File: src/hw/rtl/stl_pkg.sv
// Shared types, character codes and sizes for the source text lexer.
package stl_pkg;

    localparam int POSITION_BITS = 32;
    localparam int LENGTH_BITS   = 16;

    localparam logic [LENGTH_BITS-1:0] LEN_MAX = {LENGTH_BITS{1'b1}};

    // result queue sizing: room for one worst-case byte (three tokens) is
    // checked before each push
    localparam int Q_DEPTH     = 8;
    localparam int Q_PTR_W     = $clog2(Q_DEPTH);
    localparam int Q_CNT_W     = $clog2(Q_DEPTH + 1);
    localparam int MAX_RESULTS = 3;

    localparam logic [7:0] CH_UNDERSCORE = 8'h5F;
    localparam logic [7:0] CH_DOT        = 8'h2E;
    localparam logic [7:0] CH_QUOTE      = 8'h22;
    localparam logic [7:0] CH_APOS       = 8'h27;
    localparam logic [7:0] CH_LOW_I      = 8'h69;
    localparam logic [7:0] CH_LOW_F      = 8'h66;
    localparam logic [7:0] CH_LOW_E      = 8'h65;
    localparam logic [7:0] CH_LOW_L      = 8'h6C;
    localparam logic [7:0] CH_LOW_S      = 8'h73;

    typedef enum logic [3:0] {
        KIND_CONSTANT  = 4'd0,
        KIND_IDENT     = 4'd1,
        KIND_KEYWORD   = 4'd2,
        KIND_STR_OPEN  = 4'd3,
        KIND_STR_BODY  = 4'd4,
        KIND_STR_CLOSE = 4'd5,
        KIND_CHR_OPEN  = 4'd6,
        KIND_CHR_CLOSE = 4'd7,
        KIND_UNTERM    = 4'd8
    } kind_t;

    typedef struct packed {
        kind_t                    kind;
        logic [POSITION_BITS-1:0] offset;
        logic [LENGTH_BITS-1:0]   length;
        logic                     clipped;
        logic                     last;
    } stl_token_t;

    // tokens produced by one byte, slot 0 first
    typedef struct packed {
        logic [1:0]                   count;
        stl_token_t [MAX_RESULTS-1:0] tok;
    } stl_push_t;

endpackage

File: src/hw/rtl/source_text_lexer.sv
// Top level of the streaming source text lexer.
//
// Usage:
//   Slave side carries source text, one byte per request: s_tdata[7:0] is
//   the byte, s_tlast marks the last byte of a text. Master side carries
//   token requests: m_tuser is the token kind, m_tdata holds start offset,
//   length and the length-clipped flag, m_tlast marks the final token
//   caused by one input byte.
//   Path: a byte in the input register is decoded by stl_core once the
//   queue has room; its tokens go to the queue memory, then to the head
//   register that drives the master side. Throughput: one byte per cycle
//   while the queue has room; decode is one pass through the mode logic
//   in stl_core for any mode. The output side moves one token per cycle
//   while m_tready is high; a byte's extra tokens wait in the eight-entry queue.
//   Stall: while the queue lacks room for three tokens the held byte waits
//   in the input register and s_tready drops; nothing is lost or repeated.
//   Reset: synchronous, active low; clears the lexer to the start of a
//   text (offset 0, idle) and empties the queue. After a byte with s_tlast
//   the lexer returns to the same state on its own.
module source_text_lexer (
    input  logic        aclk,
    input  logic        aresetn,
    input  logic        s_tvalid,
    output logic        s_tready,
    input  logic [7:0]  s_tdata,   // [7:0] text_byte
    input  logic        s_tlast,   // end_of_text
    output logic        m_tvalid,
    input  logic        m_tready,
    output logic [55:0] m_tdata,   // [31:0] token_offset, [47:32] token_length,
                                   // [48] length_clipped, [55:49] zero
    output logic [3:0]  m_tuser,   // [3:0] token_kind
    output logic        m_tlast    // last_of_run
);
    import stl_pkg::*;

    // input register: one byte request waiting for decode
    logic       in_valid_reg;
    logic [7:0] in_byte_reg;
    logic       in_last_reg;

    logic       space;
    logic       step;
    stl_push_t  push;
    stl_token_t head;

    // decode fires when a byte is held and the queue can take its worst case
    assign step     = in_valid_reg && space;
    assign s_tready = !in_valid_reg || space;

    always_ff @(posedge aclk) begin
        if (!aresetn) begin
            in_valid_reg <= 1'b0;
        end else if (s_tready) begin
            in_valid_reg <= s_tvalid;
        end
    end

    always_ff @(posedge aclk) begin
        if (s_tvalid && s_tready) begin
            in_byte_reg <= s_tdata;
            in_last_reg <= s_tlast;
        end
    end

    stl_core u_core (
        .aclk    (aclk),
        .aresetn (aresetn),
        .step_i  (step),
        .byte_i  (in_byte_reg),
        .last_i  (in_last_reg),
        .push_o  (push)
    );

    stl_result_queue u_queue (
        .aclk         (aclk),
        .aresetn      (aresetn),
        .push_i       (push),
        .space_o      (space),
        .head_o       (head),
        .head_valid_o (m_tvalid),
        .pop_i        (m_tready)
    );

    assign m_tdata = {7'b0, head.clipped, head.length, head.offset};
    assign m_tuser = head.kind;
    assign m_tlast = head.last;

endmodule

File: src/hw/rtl/stl_core.sv
// Lexer state and per-byte token decision logic.
module stl_core (
    input  logic              aclk,
    input  logic              aresetn,
    input  logic              step_i,
    input  logic [7:0]        byte_i,
    input  logic              last_i,
    output stl_pkg::stl_push_t push_o
);
    import stl_pkg::*;

    typedef enum logic [5:0] {
        MODE_IDLE       = 6'b000001,
        MODE_WORD       = 6'b000010,
        MODE_NUMBER     = 6'b000100,
        MODE_STRING     = 6'b001000,
        MODE_CHAR_CONST = 6'b010000,
        MODE_CHAR_CLOSE = 6'b100000
    } mode_t;

    // keyword match progress
    localparam logic [2:0] KP_NONE = 3'd0;
    localparam logic [2:0] KP_I    = 3'd1;
    localparam logic [2:0] KP_IF   = 3'd2;
    localparam logic [2:0] KP_E    = 3'd3;
    localparam logic [2:0] KP_EL   = 3'd4;
    localparam logic [2:0] KP_ELS  = 3'd5;
    localparam logic [2:0] KP_ELSE = 3'd6;

    mode_t                    mode_reg, mode_next;
    logic [POSITION_BITS-1:0] start_reg, start_next;
    logic [LENGTH_BITS-1:0]   len_reg, len_next;
    logic                     clip_reg, clip_next;
    logic [2:0]               kp_reg, kp_next;
    logic [POSITION_BITS-1:0] pos_reg, pos_next;

    logic [1:0]               n;
    logic                     redo;
    logic                     is_letter, is_digit;
    kind_t                    word_kind;

    function automatic stl_token_t mk_tok(kind_t k, logic [POSITION_BITS-1:0] off,
                                          logic [LENGTH_BITS-1:0] len, logic clip);
        stl_token_t t;
        t.kind    = k;
        t.offset  = off;
        t.length  = len;
        t.clipped = clip;
        t.last    = 1'b0;
        return t;
    endfunction

    function automatic logic [2:0] kw_step(logic [2:0] kp, logic [7:0] b);
        logic [2:0] r;
        r = KP_NONE;
        if (kp == KP_I && b == CH_LOW_F) r = KP_IF;
        if (kp == KP_E && b == CH_LOW_L) r = KP_EL;
        if (kp == KP_EL && b == CH_LOW_S) r = KP_ELS;
        if (kp == KP_ELS && b == CH_LOW_E) r = KP_ELSE;
        return r;
    endfunction

    assign is_letter = (byte_i >= 8'h61 && byte_i <= 8'h7A) ||
                       (byte_i >= 8'h41 && byte_i <= 8'h5A) || byte_i == CH_UNDERSCORE;
    assign is_digit  = byte_i >= 8'h30 && byte_i <= 8'h39;
    assign word_kind = (kp_reg == KP_IF || kp_reg == KP_ELSE) ? KIND_KEYWORD : KIND_IDENT;

    always_comb begin
        mode_next  = mode_reg;
        start_next = start_reg;
        len_next   = len_reg;
        clip_next  = clip_reg;
        kp_next    = kp_reg;
        pos_next   = pos_reg;
        n          = 2'd0;
        redo       = 1'b0;
        push_o     = '0;

        unique case (mode_reg)
            MODE_WORD: begin
                if (is_letter || is_digit) begin
                    kp_next = kw_step(kp_reg, byte_i);
                    if (len_reg == LEN_MAX) clip_next = 1'b1;
                    else len_next = len_reg + LENGTH_BITS'(1);
                end else begin
                    push_o.tok[n] = mk_tok(word_kind, start_reg, len_reg, clip_reg);
                    n = n + 2'd1;
                    redo = 1'b1;
                end
            end
            MODE_NUMBER: begin
                if (is_digit || byte_i == CH_DOT) begin
                    if (len_reg == LEN_MAX) clip_next = 1'b1;
                    else len_next = len_reg + LENGTH_BITS'(1);
                end else begin
                    push_o.tok[n] = mk_tok(KIND_CONSTANT, start_reg, len_reg, clip_reg);
                    n = n + 2'd1;
                    redo = 1'b1;
                end
            end
            MODE_STRING: begin
                if (byte_i == CH_QUOTE) begin
                    push_o.tok[n] = mk_tok(KIND_STR_BODY, start_reg, len_reg, clip_reg);
                    n = n + 2'd1;
                    push_o.tok[n] = mk_tok(KIND_STR_CLOSE, pos_reg, LENGTH_BITS'(1), 1'b0);
                    n = n + 2'd1;
                    mode_next = MODE_IDLE;
                end else begin
                    if (len_reg == LEN_MAX) clip_next = 1'b1;
                    else len_next = len_reg + LENGTH_BITS'(1);
                end
            end
            MODE_CHAR_CONST: begin
                push_o.tok[n] = mk_tok(KIND_CONSTANT, pos_reg, LENGTH_BITS'(1), 1'b0);
                n = n + 2'd1;
                if (len_reg == LEN_MAX) clip_next = 1'b1;
                else len_next = len_reg + LENGTH_BITS'(1);
                mode_next = MODE_CHAR_CLOSE;
            end
            MODE_CHAR_CLOSE: begin
                push_o.tok[n] = mk_tok(KIND_CHR_CLOSE, pos_reg, LENGTH_BITS'(1), 1'b0);
                n = n + 2'd1;
                mode_next = MODE_IDLE;
            end
            default: redo = 1'b1;
        endcase

        // byte that ended a run, or any byte while idle, starts fresh
        if (redo) begin
            mode_next = MODE_IDLE;
            if (is_letter) begin
                mode_next  = MODE_WORD;
                start_next = pos_reg;
                len_next   = LENGTH_BITS'(1);
                clip_next  = 1'b0;
                kp_next    = (byte_i == CH_LOW_I) ? KP_I :
                             (byte_i == CH_LOW_E) ? KP_E : KP_NONE;
            end else if (is_digit || byte_i == CH_DOT) begin
                mode_next  = MODE_NUMBER;
                start_next = pos_reg;
                len_next   = LENGTH_BITS'(1);
                clip_next  = 1'b0;
                kp_next    = KP_NONE;
            end else if (byte_i == CH_QUOTE || byte_i == CH_APOS) begin
                push_o.tok[n] = mk_tok((byte_i == CH_QUOTE) ? KIND_STR_OPEN : KIND_CHR_OPEN,
                                       pos_reg, LENGTH_BITS'(1), 1'b0);
                n = n + 2'd1;
                mode_next  = (byte_i == CH_QUOTE) ? MODE_STRING : MODE_CHAR_CONST;
                start_next = pos_reg + POSITION_BITS'(1);
                len_next   = '0;
                clip_next  = 1'b0;
                kp_next    = KP_NONE;
            end
        end

        if (last_i) begin
            // flush whatever is pending, then back to the start of a new text
            if (mode_next == MODE_WORD) begin
                push_o.tok[n] = mk_tok((kp_next == KP_IF || kp_next == KP_ELSE) ?
                                       KIND_KEYWORD : KIND_IDENT,
                                       start_next, len_next, clip_next);
                n = n + 2'd1;
            end else if (mode_next == MODE_NUMBER) begin
                push_o.tok[n] = mk_tok(KIND_CONSTANT, start_next, len_next, clip_next);
                n = n + 2'd1;
            end else if (mode_next != MODE_IDLE) begin
                push_o.tok[n] = mk_tok(KIND_UNTERM, start_next, len_next, clip_next);
                n = n + 2'd1;
            end
            mode_next  = MODE_IDLE;
            start_next = '0;
            len_next   = '0;
            clip_next  = 1'b0;
            kp_next    = KP_NONE;
            pos_next   = '0;
        end else begin
            pos_next = pos_reg + POSITION_BITS'(1);
        end

        if (n != 2'd0) push_o.tok[n - 2'd1].last = 1'b1;
        push_o.count = step_i ? n : 2'd0;
    end

    always_ff @(posedge aclk) begin
        if (!aresetn) begin
            mode_reg  <= MODE_IDLE;
            start_reg <= '0;
            len_reg   <= '0;
            clip_reg  <= 1'b0;
            kp_reg    <= KP_NONE;
            pos_reg   <= '0;
        end else if (step_i) begin
            mode_reg  <= mode_next;
            start_reg <= start_next;
            len_reg   <= len_next;
            clip_reg  <= clip_next;
            kp_reg    <= kp_next;
            pos_reg   <= pos_next;
        end
    end

endmodule

File: src/hw/rtl/stl_result_queue.sv
// Token queue: takes up to three tokens per cycle, hands out one from a head register.
module stl_result_queue (
    input  logic                aclk,
    input  logic                aresetn,
    input  stl_pkg::stl_push_t  push_i,
    output logic                space_o,
    output stl_pkg::stl_token_t head_o,
    output logic                head_valid_o,
    input  logic                pop_i
);
    import stl_pkg::*;

    stl_token_t         mem [Q_DEPTH];
    logic [Q_PTR_W-1:0] wr_ptr_reg, rd_ptr_reg;
    logic [Q_CNT_W-1:0] count_reg, count_next;
    stl_token_t         head_reg;
    logic               head_valid_reg;
    logic               load;

    assign load       = (count_reg != '0) && (!head_valid_reg || pop_i);
    assign count_next = count_reg + Q_CNT_W'(push_i.count) - Q_CNT_W'(load);
    assign space_o    = count_reg <= Q_CNT_W'(Q_DEPTH - MAX_RESULTS);

    always_ff @(posedge aclk) begin
        for (int k = 0; k < MAX_RESULTS; k++) begin
            if (push_i.count > 2'(k)) mem[wr_ptr_reg + Q_PTR_W'(k)] <= push_i.tok[k];
        end
        if (load) head_reg <= mem[rd_ptr_reg];
    end

    always_ff @(posedge aclk) begin
        if (!aresetn) begin
            wr_ptr_reg     <= '0;
            rd_ptr_reg     <= '0;
            count_reg      <= '0;
            head_valid_reg <= 1'b0;
        end else begin
            wr_ptr_reg <= wr_ptr_reg + Q_PTR_W'(push_i.count);
            if (load) rd_ptr_reg <= rd_ptr_reg + Q_PTR_W'(1);
            count_reg <= count_next;
            if (load) head_valid_reg <= 1'b1;
            else if (pop_i) head_valid_reg <= 1'b0;
        end
    end

    assign head_o       = head_reg;
    assign head_valid_o = head_valid_reg;

endmodule

File: config.mk
export PLATFORM = sky130hd
export DESIGN_NAME = source_text_lexer
export DESIGN_NICKNAME = d
export VERILOG_FILES = /design/src/hw/rtl/stl_pkg.sv /design/src/hw/rtl/source_text_lexer.sv /design/src/hw/rtl/stl_core.sv /design/src/hw/rtl/stl_result_queue.sv
export SDC_FILE = /design/constraint.sdc
export NUM_CORES = 1
export LEC_CHECK = 0
export BUFFER_PORTS_ARGS = -buffer_cell sky130_fd_sc_hd__buf_2
export CAP_MARGIN = 30
export CORE_ASPECT_RATIO = 1.2
export CORE_MARGIN = 3
export CORE_UTILIZATION = 35
export CTS_BUF_LIST = sky130_fd_sc_hd__clkbuf_16
export DETAILED_ROUTE_END_ITERATION = 7
export PLACE_DENSITY = 0.5
export SLEW_MARGIN = 30
export SYNTH_ARGS = -nofsm -noshare
export SYNTH_HDL_FRONTEND = slang
export SYNTH_SLANG_ARGS = --single-unit
export TNS_END_PERCENT = 5
File: constraint.sdc
create_clock -name aclk -period 19.08 [get_ports aclk]
set_input_delay 3.816 -clock aclk [delete_from_list [all_inputs] [get_ports aclk]]
set_output_delay 3.816 -clock aclk [all_outputs]
set_load 0.05 [all_outputs]
# After elaboration in Yosys (flattened, before gate mapping)
# Memory sizes are Yosys's and may differ from the RTL's. A register that Yosys moved wholly into a read port is not among the register bits.
# Cells that the tools add are included.
totals:
  ff_bits: 111
  ramBits: 432
  out_inout_bits: 63
  mem_count: 1
op_classes:
  n_addsub: 11
  magnitude_cmp: 16
  eq_ne: 26
  muxes: 99
  reduce_logical: 29
memory_table:
  columns: ["name", "depth", "word_bits", "rd", "rd_ports_with_merged_regs", "write_ports", "line_no", "text"]
  rows:
  - ["u_queue.mem", 8, 54, 1, 1, 3, "stl_result_queue.sv:13", "stl_token_t mem [Q_DEPTH];"]
op_table:
  columns: ["cell", "n"]
  rows:
  - ["162-bit 2-to-1 mux", 9]
  - ["162-bit bitwise mux", 5]
  - ["54-bit demux with 2-bit select", 3]
  - ["54-bit case mux with 5 select lines", 1]
  - ["32-bit 2-to-1 mux", 6]
  - ["54-bit 2-to-1 mux", 3]
  - ["16-bit 2-to-1 mux", 9]
  - ["107-bit 2-to-1 mux", 1]
  - ["16-bit case mux with 4 select lines", 1]
  - ["53-bit 2-to-1 mux", 1]
  - ["50-bit 2-to-1 mux", 1]
  - ["8-bit by 7-bit equality test with 1-bit output (second input constant)", 6]
  - ["3-bit 2-to-1 mux", 12]
  - ["6-bit 2-to-1 mux", 6]
  - ["32-bit by 1-bit adder with 32-bit output (second input constant)", 1]
  - ["2-bit 2-to-1 mux", 14]
  - ["8-bit by 6-bit equality test with 1-bit output (second input constant)", 3]
  - ["1-bit 2-to-1 mux", 22]
  - ["6-bit case mux with 3 select lines", 1]
  - ["16-bit by 1-bit adder with 16-bit output (second input constant)", 1]
  - ["16-bit equality test (second input constant)", 1]
  - ["8-bit by 7-bit >= comparator with 1-bit output (second input constant)", 2]
  - ["8-bit by 7-bit <= comparator with 1-bit output (second input constant)", 2]
  - ["1-bit logical AND", 13]
  - ["other kinds (33)", 57]

# Longest topological paths before layout
# Gate-level depths: netlist (run 1).
depth:
  word_depth: 24
  depth_mapped: 22

# By module
# A second synthesis (run 1) with hierarchy kept.
hier_totals:
  cells_unflattened: 4320
  area_unflattened_um2: 39857.0
by_module_without_submodules:
  columns: ["module", "instances", "cells_per_inst", "area_each_um2"]
  rows:
  - ["stl_result_queue", 1, 3151, 31159.9]
  - ["stl_core", 1, 1146, 8305.5]
  - ["source_text_lexer", 1, 23, 391.6]

# Worst setup path after synthesis (run 1)
# Ideal clock, no wire load.
synth_timing:
  kind: "input to register"
  from: "input port m_tready"
  to: "register u_queue.count_reg[2]"
  setup_time_ns: 0.115
  arrival_ns: 8.252
  required_time_ns: 18.965
  slack_ns: 10.713
  cell_stages: 9
  path_buffers: 0
  path_cell_list: "inv_1 -> a21oi_1 -> ha_1 -> inv_1 -> ha_1 -> inv_1 -> fa_1 -> xnor2_1 -> and2_1"
synth_via:
  elab_chain_cells: 3
synth_lines:
  columns: ["element", "line_no", "text"]
  rows:
  - ["from (decl)", "source_text_lexer.sv:28", "input logic m_tready,"]
  - ["1-bit logical OR", "stl_result_queue.sv:20", "assign load = (count_reg != '0) && (!head_valid_reg || pop_i);"]
  - ["1-bit logical AND", "stl_result_queue.sv:20", null]
  - ["net u_queue.load", "stl_result_queue.sv:18", "logic load;"]
  - ["4-bit by 1-bit subtractor with 4-bit output", "stl_result_queue.sv:21", "assign count_next = count_reg + Q_CNT_W'(push_i.count) - Q_CNT_W'(load);"]
  - ["to (signal assigned)", "stl_result_queue.sv:40", "count_reg <= count_next;"]
  - ["to (decl)", "stl_result_queue.sv:15", "logic [Q_CNT_W-1:0] count_reg, count_next;"]
# The timed path passes the listed nets, and every way through them passes these cells.
# A chain may end at the register's enable or synchronous reset.

==> results of run 1 <==
-- worst max-delay path by stage --
stage / from / endpoint / slack [ns]
finish: in_byte_reg[4] / u_queue.mem[3][38] / 12.43
global route: in_byte_reg[4] / u_queue.mem[5][36] / 12.26
CTS: in_byte_reg[0] / u_queue.mem[3][7] / 12.47
detailed placement: in_byte_reg[4] / u_queue.mem[3][6] / 12.50
global placement: in_byte_reg[0] / u_queue.mem[3][6] / 12.57
floorplan: m_tready / u_queue.count_reg[2] / 10.71
-- cells by family after synthesis --
logic type	count (synthesis)
adders and majority gates	20
muxes	289
AOI/OAI and AO/OA	1233
other	1
DFF	597
buffers and inverters	406
xor gates and xnor gates	21
and+or+nand+nor	1178
-- metrics by stage --
| step | setup slack, ns | util, % | hold WS [ns] | instance area (um^2) |
|---|---|---|---|---|
| 3_3_place_gp | 12.57 | 37.0 | 0.506 | 38300 |
| 6_report | 12.43 | 39.4 | 0.524 | 40800 |
| 2_1_floorplan | 10.71 | - | 0.479 | 36700 |
| 5_1_grt | 12.26 | 39.4 | 0.578 | 40800 |
| 3_5_place_dp | 12.50 | 37.1 | 0.514 | 38400 |
| 4_1_cts | 12.47 | 39.3 | 0.523 | 40700 |
-- layout make-up --
| type | count | area, um^2 |
|---|---|---|
| diodes | 3 | 7.51 |
| clock buffers | 71 | 1780 |
| flip-flops and latches | 597 | 16900 |
| repair buffers | 165 | 1090 |
| multi-input cells | 2748 | 18500 |
| clock inverters | 56 | 534 |
| fillers | 10100 | 62700 |
| well taps | 1375 | 1720 |
| inverters | 51 | 191 |
-- power breakdown --
part           internal, mW  switching, mW
Combinational         0.369          0.674
Clock                 0.813          0.583
Sequential             1.53         0.0664
Total                  2.71           1.32
-- per-layer routing --
metal  part of all wire [%]  up-vias
met1                     41    15600
met5                 0.0089        -
met3                    9.6      324
met2                     46     1576
li1                       -    14000
met4                    4.0        2
-- placed cells by master, fill, tap and decap left out, drive strengths merged, types with 19 or more instances in the layout --
cell type | synthesis | layout
a221oi | 36 | 36
nand4 | 34 | 34
nor3 | 136 | 136
inv | 51 | 70
a211oi | 182 | 182
o22ai | 31 | 31
o211ai | 23 | 23
a22oi | 78 | 78
clkbuf | 204 | 71
or3 | 21 | 21
mux2 | 58 | 58
mux4 | 108 | 108
nand3 | 47 | 47
buf | 151 | 165
dfxtp | 102 | 102
edfxtp | 495 | 495
nand2 | 262 | 262
a21oi | 335 | 335
o21ai | 379 | 379
and2 | 53 | 53
a31oi | 19 | 19
mux2i | 123 | 123
nor2b | 60 | 60
clkinv | 0 | 25
nor2 | 478 | 478
-- worst max-delay path, stage by stage (launching register included) --
cell	delay, ns
sky130_fd_sc_hd__edfxtp_1	0.47
sky130_fd_sc_hd__or4b_4	0.57
sky130_fd_sc_hd__or3_1	0.43
sky130_fd_sc_hd__or2_1	0.25
sky130_fd_sc_hd__buf_4	0.27
sky130_fd_sc_hd__ha_1	0.35
sky130_fd_sc_hd__nand2_1	0.06
sky130_fd_sc_hd__o21ai_2	0.64
sky130_fd_sc_hd__ha_1	0.43
sky130_fd_sc_hd__a2111oi_4	0.34
sky130_fd_sc_hd__a31oi_2	0.06
sky130_fd_sc_hd__buf_4	0.25
sky130_fd_sc_hd__o211ai_1	0.10
sky130_fd_sc_hd__nand2_1	0.26
sky130_fd_sc_hd__o21ai_4	0.85
sky130_fd_sc_hd__buf_4	0.80
==> out/summary.md, run 1 <==
* **run status** complete, no violations
* **placeable core region** 103000 um^2
* **highest ir drop seen on vdd** 0.0000671 V
* **pin count of the biggest net entering global routing** 76
* **number of clock sinks** 597
* **overall power consumption** 4.04 mW
* **die height** 361 um
* **most common cell in the netlist** sky130_fd_sc_hd__edfxtp_1
* **Resized Gates After CTS** 0
* **wire length per cell after detailed routing** 28.7 um
* **clk_lat worst skew** 0.67 ns
* **endpoint type of the worst setup path** register
* **Boundary Pins** 76
* **Setup violations, final** 0
* **clock skew** 0.0260 ns
* **commonest cells in the netlist** 495 x sky130_fd_sc_hd__edfxtp_1, 476 x sky130_fd_sc_hd__nor2_1, 351 x sky130_fd_sc_hd__o21ai_0
* **horizontal die dimension** 301 um
* **Synth Area in XOR/XNOR** 0.502%
* **instance count along the most critical hold path** 2
* **clock slew seen by the registers of the worst setup and hold paths** 0.06 ns
* **hold path endpoint** u_queue.head_valid_o
* **global-route wire length before repair** 212 mm
* **starting utilization of the core area** 35.4%
* **register-to-register setup slack** 12.43 ns
* **CTS tree** yes
* **area growth from synthesis to layout** 11.2%
* **largest driver fanout on the critical path** 39
* **share of the synthesized area in the top cell type** 40.5%
* **fraction of met2 tracks used by global routing** 41.6%
* **CTS buffer count** 69
* **Final min period** 6.65 ns
* **number of max-capacitance violations reported** 0
* **post-detail-place hpwl** 88.3 mm
* **final worst path period share** 34.9%
* **Avg Cell Area, Syn** 9.79 um^2
* **Setup CP Type** register to register
* **flip-flop count of the largest register, all copies and words added** 432
* **largest family of logic cells by synthesized area** compound AO/OA/AOI/OAI gates
* **Tightest Pin Transition** 1.09 ns
* **buffers inserted by post-CTS timing repair** 0
* **Primary FF master, synth** sky130_fd_sc_hd__edfxtp_1
* **share of synthesized registers carrying an async set or reset** 0%
* **Synth Area in Compound Gates** 21.2%
* **total routing resource utilization after global routing** 26.2%
* **headroom to the max-slew limit** 27.0%
* **source of the worst hold timing path** u_queue.head_valid_o
* **Reg-to-Reg End** u_queue.mem[3][38]
* **number of violations reported at the end of detailed-routing iteration 0** 3607
* **combined area of all synthesized cells** 36700 um^2
* **aggregate negative setup slack** 0 ns
* **post-synthesis cell type with the largest combined area** sky130_fd_sc_hd__edfxtp_1
* **number of optimization iterations in the first detailed-route pass** 5
* **class of the tightest hold or removal check** register to register
* **final number of max-transition violations** 0
* **row count** 129
* **Vias/cell** 6.22
* **number of enable flip-flop cells after synthesis** 495
* **met1 Track Usage GR** 34.9%
* **number of remaining DRC errors** 0
* **maximum clock rate** 150 MHz
* **RR Startpoint** in_byte_reg[4]
* **power per cell area** 99.0 nW/um^2
* **Setup crit start kind** register
* **overall die area** 109000 um^2
* **H-tree levels** 3
* **Reg with most FFs** u_queue.mem
* **Adder-Cell Fraction of Synth Area** 0.723%
* **final weighted congestion in routability-driven placement** 0.920
* **Global Route met3 Usage** 5.77%
* **global-route layer with the greatest usage** met2
* **final non-filler cell total** 5066
* **DP Cell Count** 4933
* **input/output buffers** 68
* **buffers from clock root to sink, at most** 3
* **count of warnings emitted by yosys** 0
* **top post-synthesis cells by area** sky130_fd_sc_hd__edfxtp_1 41%, sky130_fd_sc_hd__mux4_2 6.6%, sky130_fd_sc_hd__dfxtp_1 5.6%, sky130_fd_sc_hd__nor2_1 4.9%, sky130_fd_sc_hd__o21ai_0 4.8%
* **number of antenna violations at the first check in global routing** 2
* **RSZ-0062 raised after global routing** false
* **data arrival time of the critical path** 6.92 ns
* **total length of routed wires** 145 mm
* **layout cell share with drive strength beyond 1** 14.5%
* **number of vias after detailed routing** 31500
* **number of distinct library cell variants in the gate-level netlist after synthesis** 96
* **reported leakage power** 13.5 nW
* **number of antenna-violating nets in the routed design** 0
* **multiplexer share of the synthesized area** 11.8%
* **overflow left after global routing** 0
* **worst r2r path cells** 15
* **clock root buffer master** sky130_fd_sc_hd__clkbuf_16
* **sequential fraction of the synthesis area** 46.1%
* **Cells after Synth** 3745
* **number of global-route vias before repair** 30300
* **flip-flop and latch count after synthesis** 597
* **share of synthesized cell area in and, or, nand and nor gates** 15.0%
* **count of hold buffers inserted by post-cts repair** 0
* **worst path required time** 19.35 ns
* **final hold violation count** 0
* **net count reported at finish** 3665
Note: power is estimated with default switching activity, not from simulation.
==> run 2: changes to the inputs <==
Clock period 19.08 ns to 6.6 ns, I/O delays scaled along.
==> run 2 against run 1 <==
The run now ends with DRC left. Flip-flop and latch count stayed put. Register-to-register slack worse by 12 ns. Maximum frequency is 16% higher. Clock power grew to 2.8 times the previous value. Final area is 0.69% higher. Sequential power grew to 2.9 times the previous value. Die area stayed put. Sequential share of layout area is 0.28 points lower. Clock skew hardly changed. Wire length is 2.6% higher. Combinational power grew to 2.9 times the previous value. Highest routed layer is now met4.
==> out/summary.md, run 2 (synthesized netlist as in run 1, its figures left out) <==
* **headroom to the max-slew limit** 26.9%, was 27.0%
* **area growth from synthesis to layout** 12.0%, was 11.2%
* **pin count of the biggest net entering global routing** 78, was 76
* **source of the worst hold timing path** u_queue.head_valid_o, unchanged
* **global-route wire length before repair** 217 mm, was 212 mm
* **horizontal die dimension** 301 um, unchanged
* **number of antenna-violating nets in the routed design** 0, unchanged
* **most used cells in the layout excluding fill and tap cells** 495 x sky130_fd_sc_hd__edfxtp_1, 475 x sky130_fd_sc_hd__nor2_1, 347 x sky130_fd_sc_hd__o21ai_0, was 495 x sky130_fd_sc_hd__edfxtp_1, 474 x sky130_fd_sc_hd__nor2_1, 347 x sky130_fd_sc_hd__o21ai_0
* **class of the tightest hold or removal check** register to register, unchanged
* **maximum cell stage delay along the critical path** 0.60 ns, was 0.85 ns
* **H-tree levels** 3, unchanged
* **number of remaining DRC errors** 3, was 0
* **Reg-to-Reg End** u_queue.mem[5][51], was u_queue.mem[3][38]
* **Final min period** 5.72 ns, was 6.65 ns
* **DP Cell Count** 4970, was 4933
* **number of vias after detailed routing** 31800, was 31500
* **hold path endpoint** u_queue.head_valid_o, unchanged
* **data arrival time of the critical path** 6.08 ns, was 6.92 ns
* **startpoint of the worst setup timing path** in_byte_reg[0], was in_byte_reg[4]
* **clk_lat worst skew** 0.67 ns, about the same
* **row count** 129, unchanged
* **clock slew seen by the registers of the worst setup and hold paths** 0.06 ns, about the same
* **register-to-register setup slack** 0.88 ns, was 12.43 ns
* **CTS tree** yes, unchanged
* **power per cell area** 280 nW/um^2, was 99.0 nW/um^2
* **global-route layer with the greatest usage** met2, unchanged
* **instance count along the most critical hold path** 2, unchanged
* **final non-filler cell total** 5104, was 5066
* **number of global-route vias before repair** 30100, was 30300
* **Vias/cell** 6.23, was 6.22
* **layout cell share with drive strength beyond 1** 14.7%, was 14.5%
* **total routing resource utilization after global routing** 26.9%, was 26.2%
* **Resized Gates After CTS** 0, unchanged
* **final-layout fill cell count** 10000, was 10100
* **buffers inserted by post-CTS timing repair** 0, unchanged
* **CTS buffer count** 71, was 69
* **chain of cells forming the critical path** nor3_1 > a21oi_1 > a211oi_2 > buf_4 > nor3_1 > ha_1 > nand2_1 > o21ai_2 > buf_4 > inv_2 > ha_1 > and2_1 > o21ai_4 > buf_4 > buf_4 > o22ai_1 > nor2_1 > nor3_1 > a21oi_1, was or4b_4 > or3_1 > or2_1 > buf_4 > ha_1 > nand2_1 > o21ai_2 > ha_1 > a2111oi_4 > a31oi_2 > buf_4 > o211ai_1 > nand2_1 > o21ai_4 > buf_4
* **final worst hold slack** 0.521 ns, was 0.524 ns
* **final weighted congestion in routability-driven placement** 0.958, was 0.920
* **total length of routed wires** 149 mm, was 145 mm
* **input/output buffers** 68, unchanged
* **met1 Track Usage GR** 36.6%, was 34.9%
* **RSZ-0062 raised after global routing** false, unchanged
* **most common cell after layout, fill and taps aside** sky130_fd_sc_hd__edfxtp_1, unchanged
* **Setup violations, final** 0, unchanged
* **overall power consumption** 11.5 mW, was 4.04 mW
* **clock skew** 0.0257 ns, was 0.0260 ns
* **Global Route met3 Usage** 4.31%, was 5.77%
* **fraction of met2 tracks used by global routing** 43.0%, was 41.6%
* **final worst path period share** 86.6%, was 34.9%
* **highest ir drop seen on vdd** 0.000208 V, was 0.0000671 V
* **flip-flop count of the largest register, all copies and words added** 432, unchanged
* **final hold violation count** 0, unchanged
* **overflow left after global routing** 0, unchanged
* **maximum clock rate** 175 MHz, was 150 MHz
* **Setup CP Type** register to register, unchanged
* **reported leakage power** 13.7 nW, was 13.5 nW
* **number of max-capacitance violations reported** 0, unchanged
* **run status** finished, violations left, was complete, no violations
* **final core utilization** 39.7%, was 39.4%
* **endpoint type of the worst setup path** register, unchanged
* **worst r2r path cells** 19, was 15
* **final number of max-transition violations** 0, unchanged
* **number of optimization iterations in the first detailed-route pass** 8, was 5
* **buffers from clock root to sink, at most** 3, unchanged
* **Reg with most FFs** u_queue.mem, unchanged
* **clock root buffer master** sky130_fd_sc_hd__clkbuf_16, unchanged
* **violated checks** DRC
* **worst path required time** 6.96 ns, was 19.35 ns
* **RR Startpoint** in_byte_reg[0], was in_byte_reg[4]
* **wire length per cell after detailed routing** 29.3 um, was 28.7 um
* **post-detail-place hpwl** 95.4 mm, was 88.3 mm
* **count of hold buffers inserted by post-cts repair** 0, unchanged
* **placeable core region** 103000 um^2, unchanged
* **net count reported at finish** 3704, was 3665
* **CP dominant cell by count** sky130_fd_sc_hd__buf_4, unchanged
* **die height** 361 um, unchanged
* **CP max stage cell** sky130_fd_sc_hd__o22ai_1, was sky130_fd_sc_hd__o21ai_4
* **Setup crit start kind** register, unchanged
* **overall die area** 109000 um^2, unchanged
* **Tightest Pin Transition** 1.09 ns, about the same
* **largest driver fanout on the critical path** 21, was 39
* **starting utilization of the core area** 35.4%, unchanged
* **number of violations reported at the end of detailed-routing iteration 0** 3759, was 3607
* **number of antenna violations at the first check in global routing** 2, unchanged
* **Boundary Pins** 76, unchanged
* **number of clock sinks** 597, unchanged
[run 2: changes by cell type in the layout (fill, tap and decap cells not counted), moves of 6 or more]
cell and change:
sky130_fd_sc_hd__buf_4 +20, sky130_fd_sc_hd__buf_12 +13, sky130_fd_sc_hd__bufinv_16 -6, sky130_fd_sc_hd__inv_1 +9
[run 2: metrics by stage]
| stage | instance area [um^2] | TNS (ns) | setup slack [ns] |
|---|---|---|---|
| floorplan | 36700 | -23.09 | -0.107 |
| global route | 41100 | 0 | 0.548 |
| detailed placement | 38800 | 0 | 1.07 |
| CTS | 41000 | 0 | 1.06 |
| finish | 41100 | 0 | 0.882 |
| global placement | 38700 | 0 | 1.19 |
[run 2: cell type report]
type / count / area, um^2 / area share, %
multi-input combinational: 2748 / 18400 / 44.9
timing repair buffer: 202 / 1600 / 3.89
antenna: 2 / 5.00 / 0.0122
clock inverter: 55 / 355 / 0.865
tap: 1375 / 1720 / 4.19
sequential: 597 / 16900 / 41.2
clock buffer: 74 / 1850 / 4.51
inverter: 51 / 191 / 0.466
[run 2: worst max-delay path, delay by kind of cell, from the launching register on]
family          cells  cell delay [ns]
fa+ha+maj           2             0.54
flops               1             0.54
simple gates        6             1.21
buf+inv             5             1.42
compound gates      6             1.69
[run 2: worst max path at each step]
stage / slack [ns] / cells after the start / to
2_1_floorplan: -0.11 / 16 / u_queue.mem[3][0]
3_3_place_gp: 1.19 / 19 / u_queue.mem[5][4]
3_5_place_dp: 1.07 / 19 / u_queue.mem[4][51]
4_1_cts: 1.06 / 19 / u_queue.mem[5][51]
5_1_grt: 0.55 / 19 / u_queue.mem[2][51]
6_report: 0.88 / 19 / u_queue.mem[5][51]
[run 2: where the power goes]
part / total, mW / switching (mW) / leakage, nW / internal (mW)
clock network: 3.85 / 1.67 / 1.18 / 2.18
logic: 3.01 / 1.93 / 7.05 / 1.08
registers: 4.64 / 0.217 / 5.49 / 4.43
total: 11.5 / 3.82 / 13.7 / 7.68
[run 2: routing by layer]
layer	part of all wire, %	wire [um]
met4	3.9	5770
met3	8.1	12100
met1	42	62500
met2	46	69000
met5	0	0
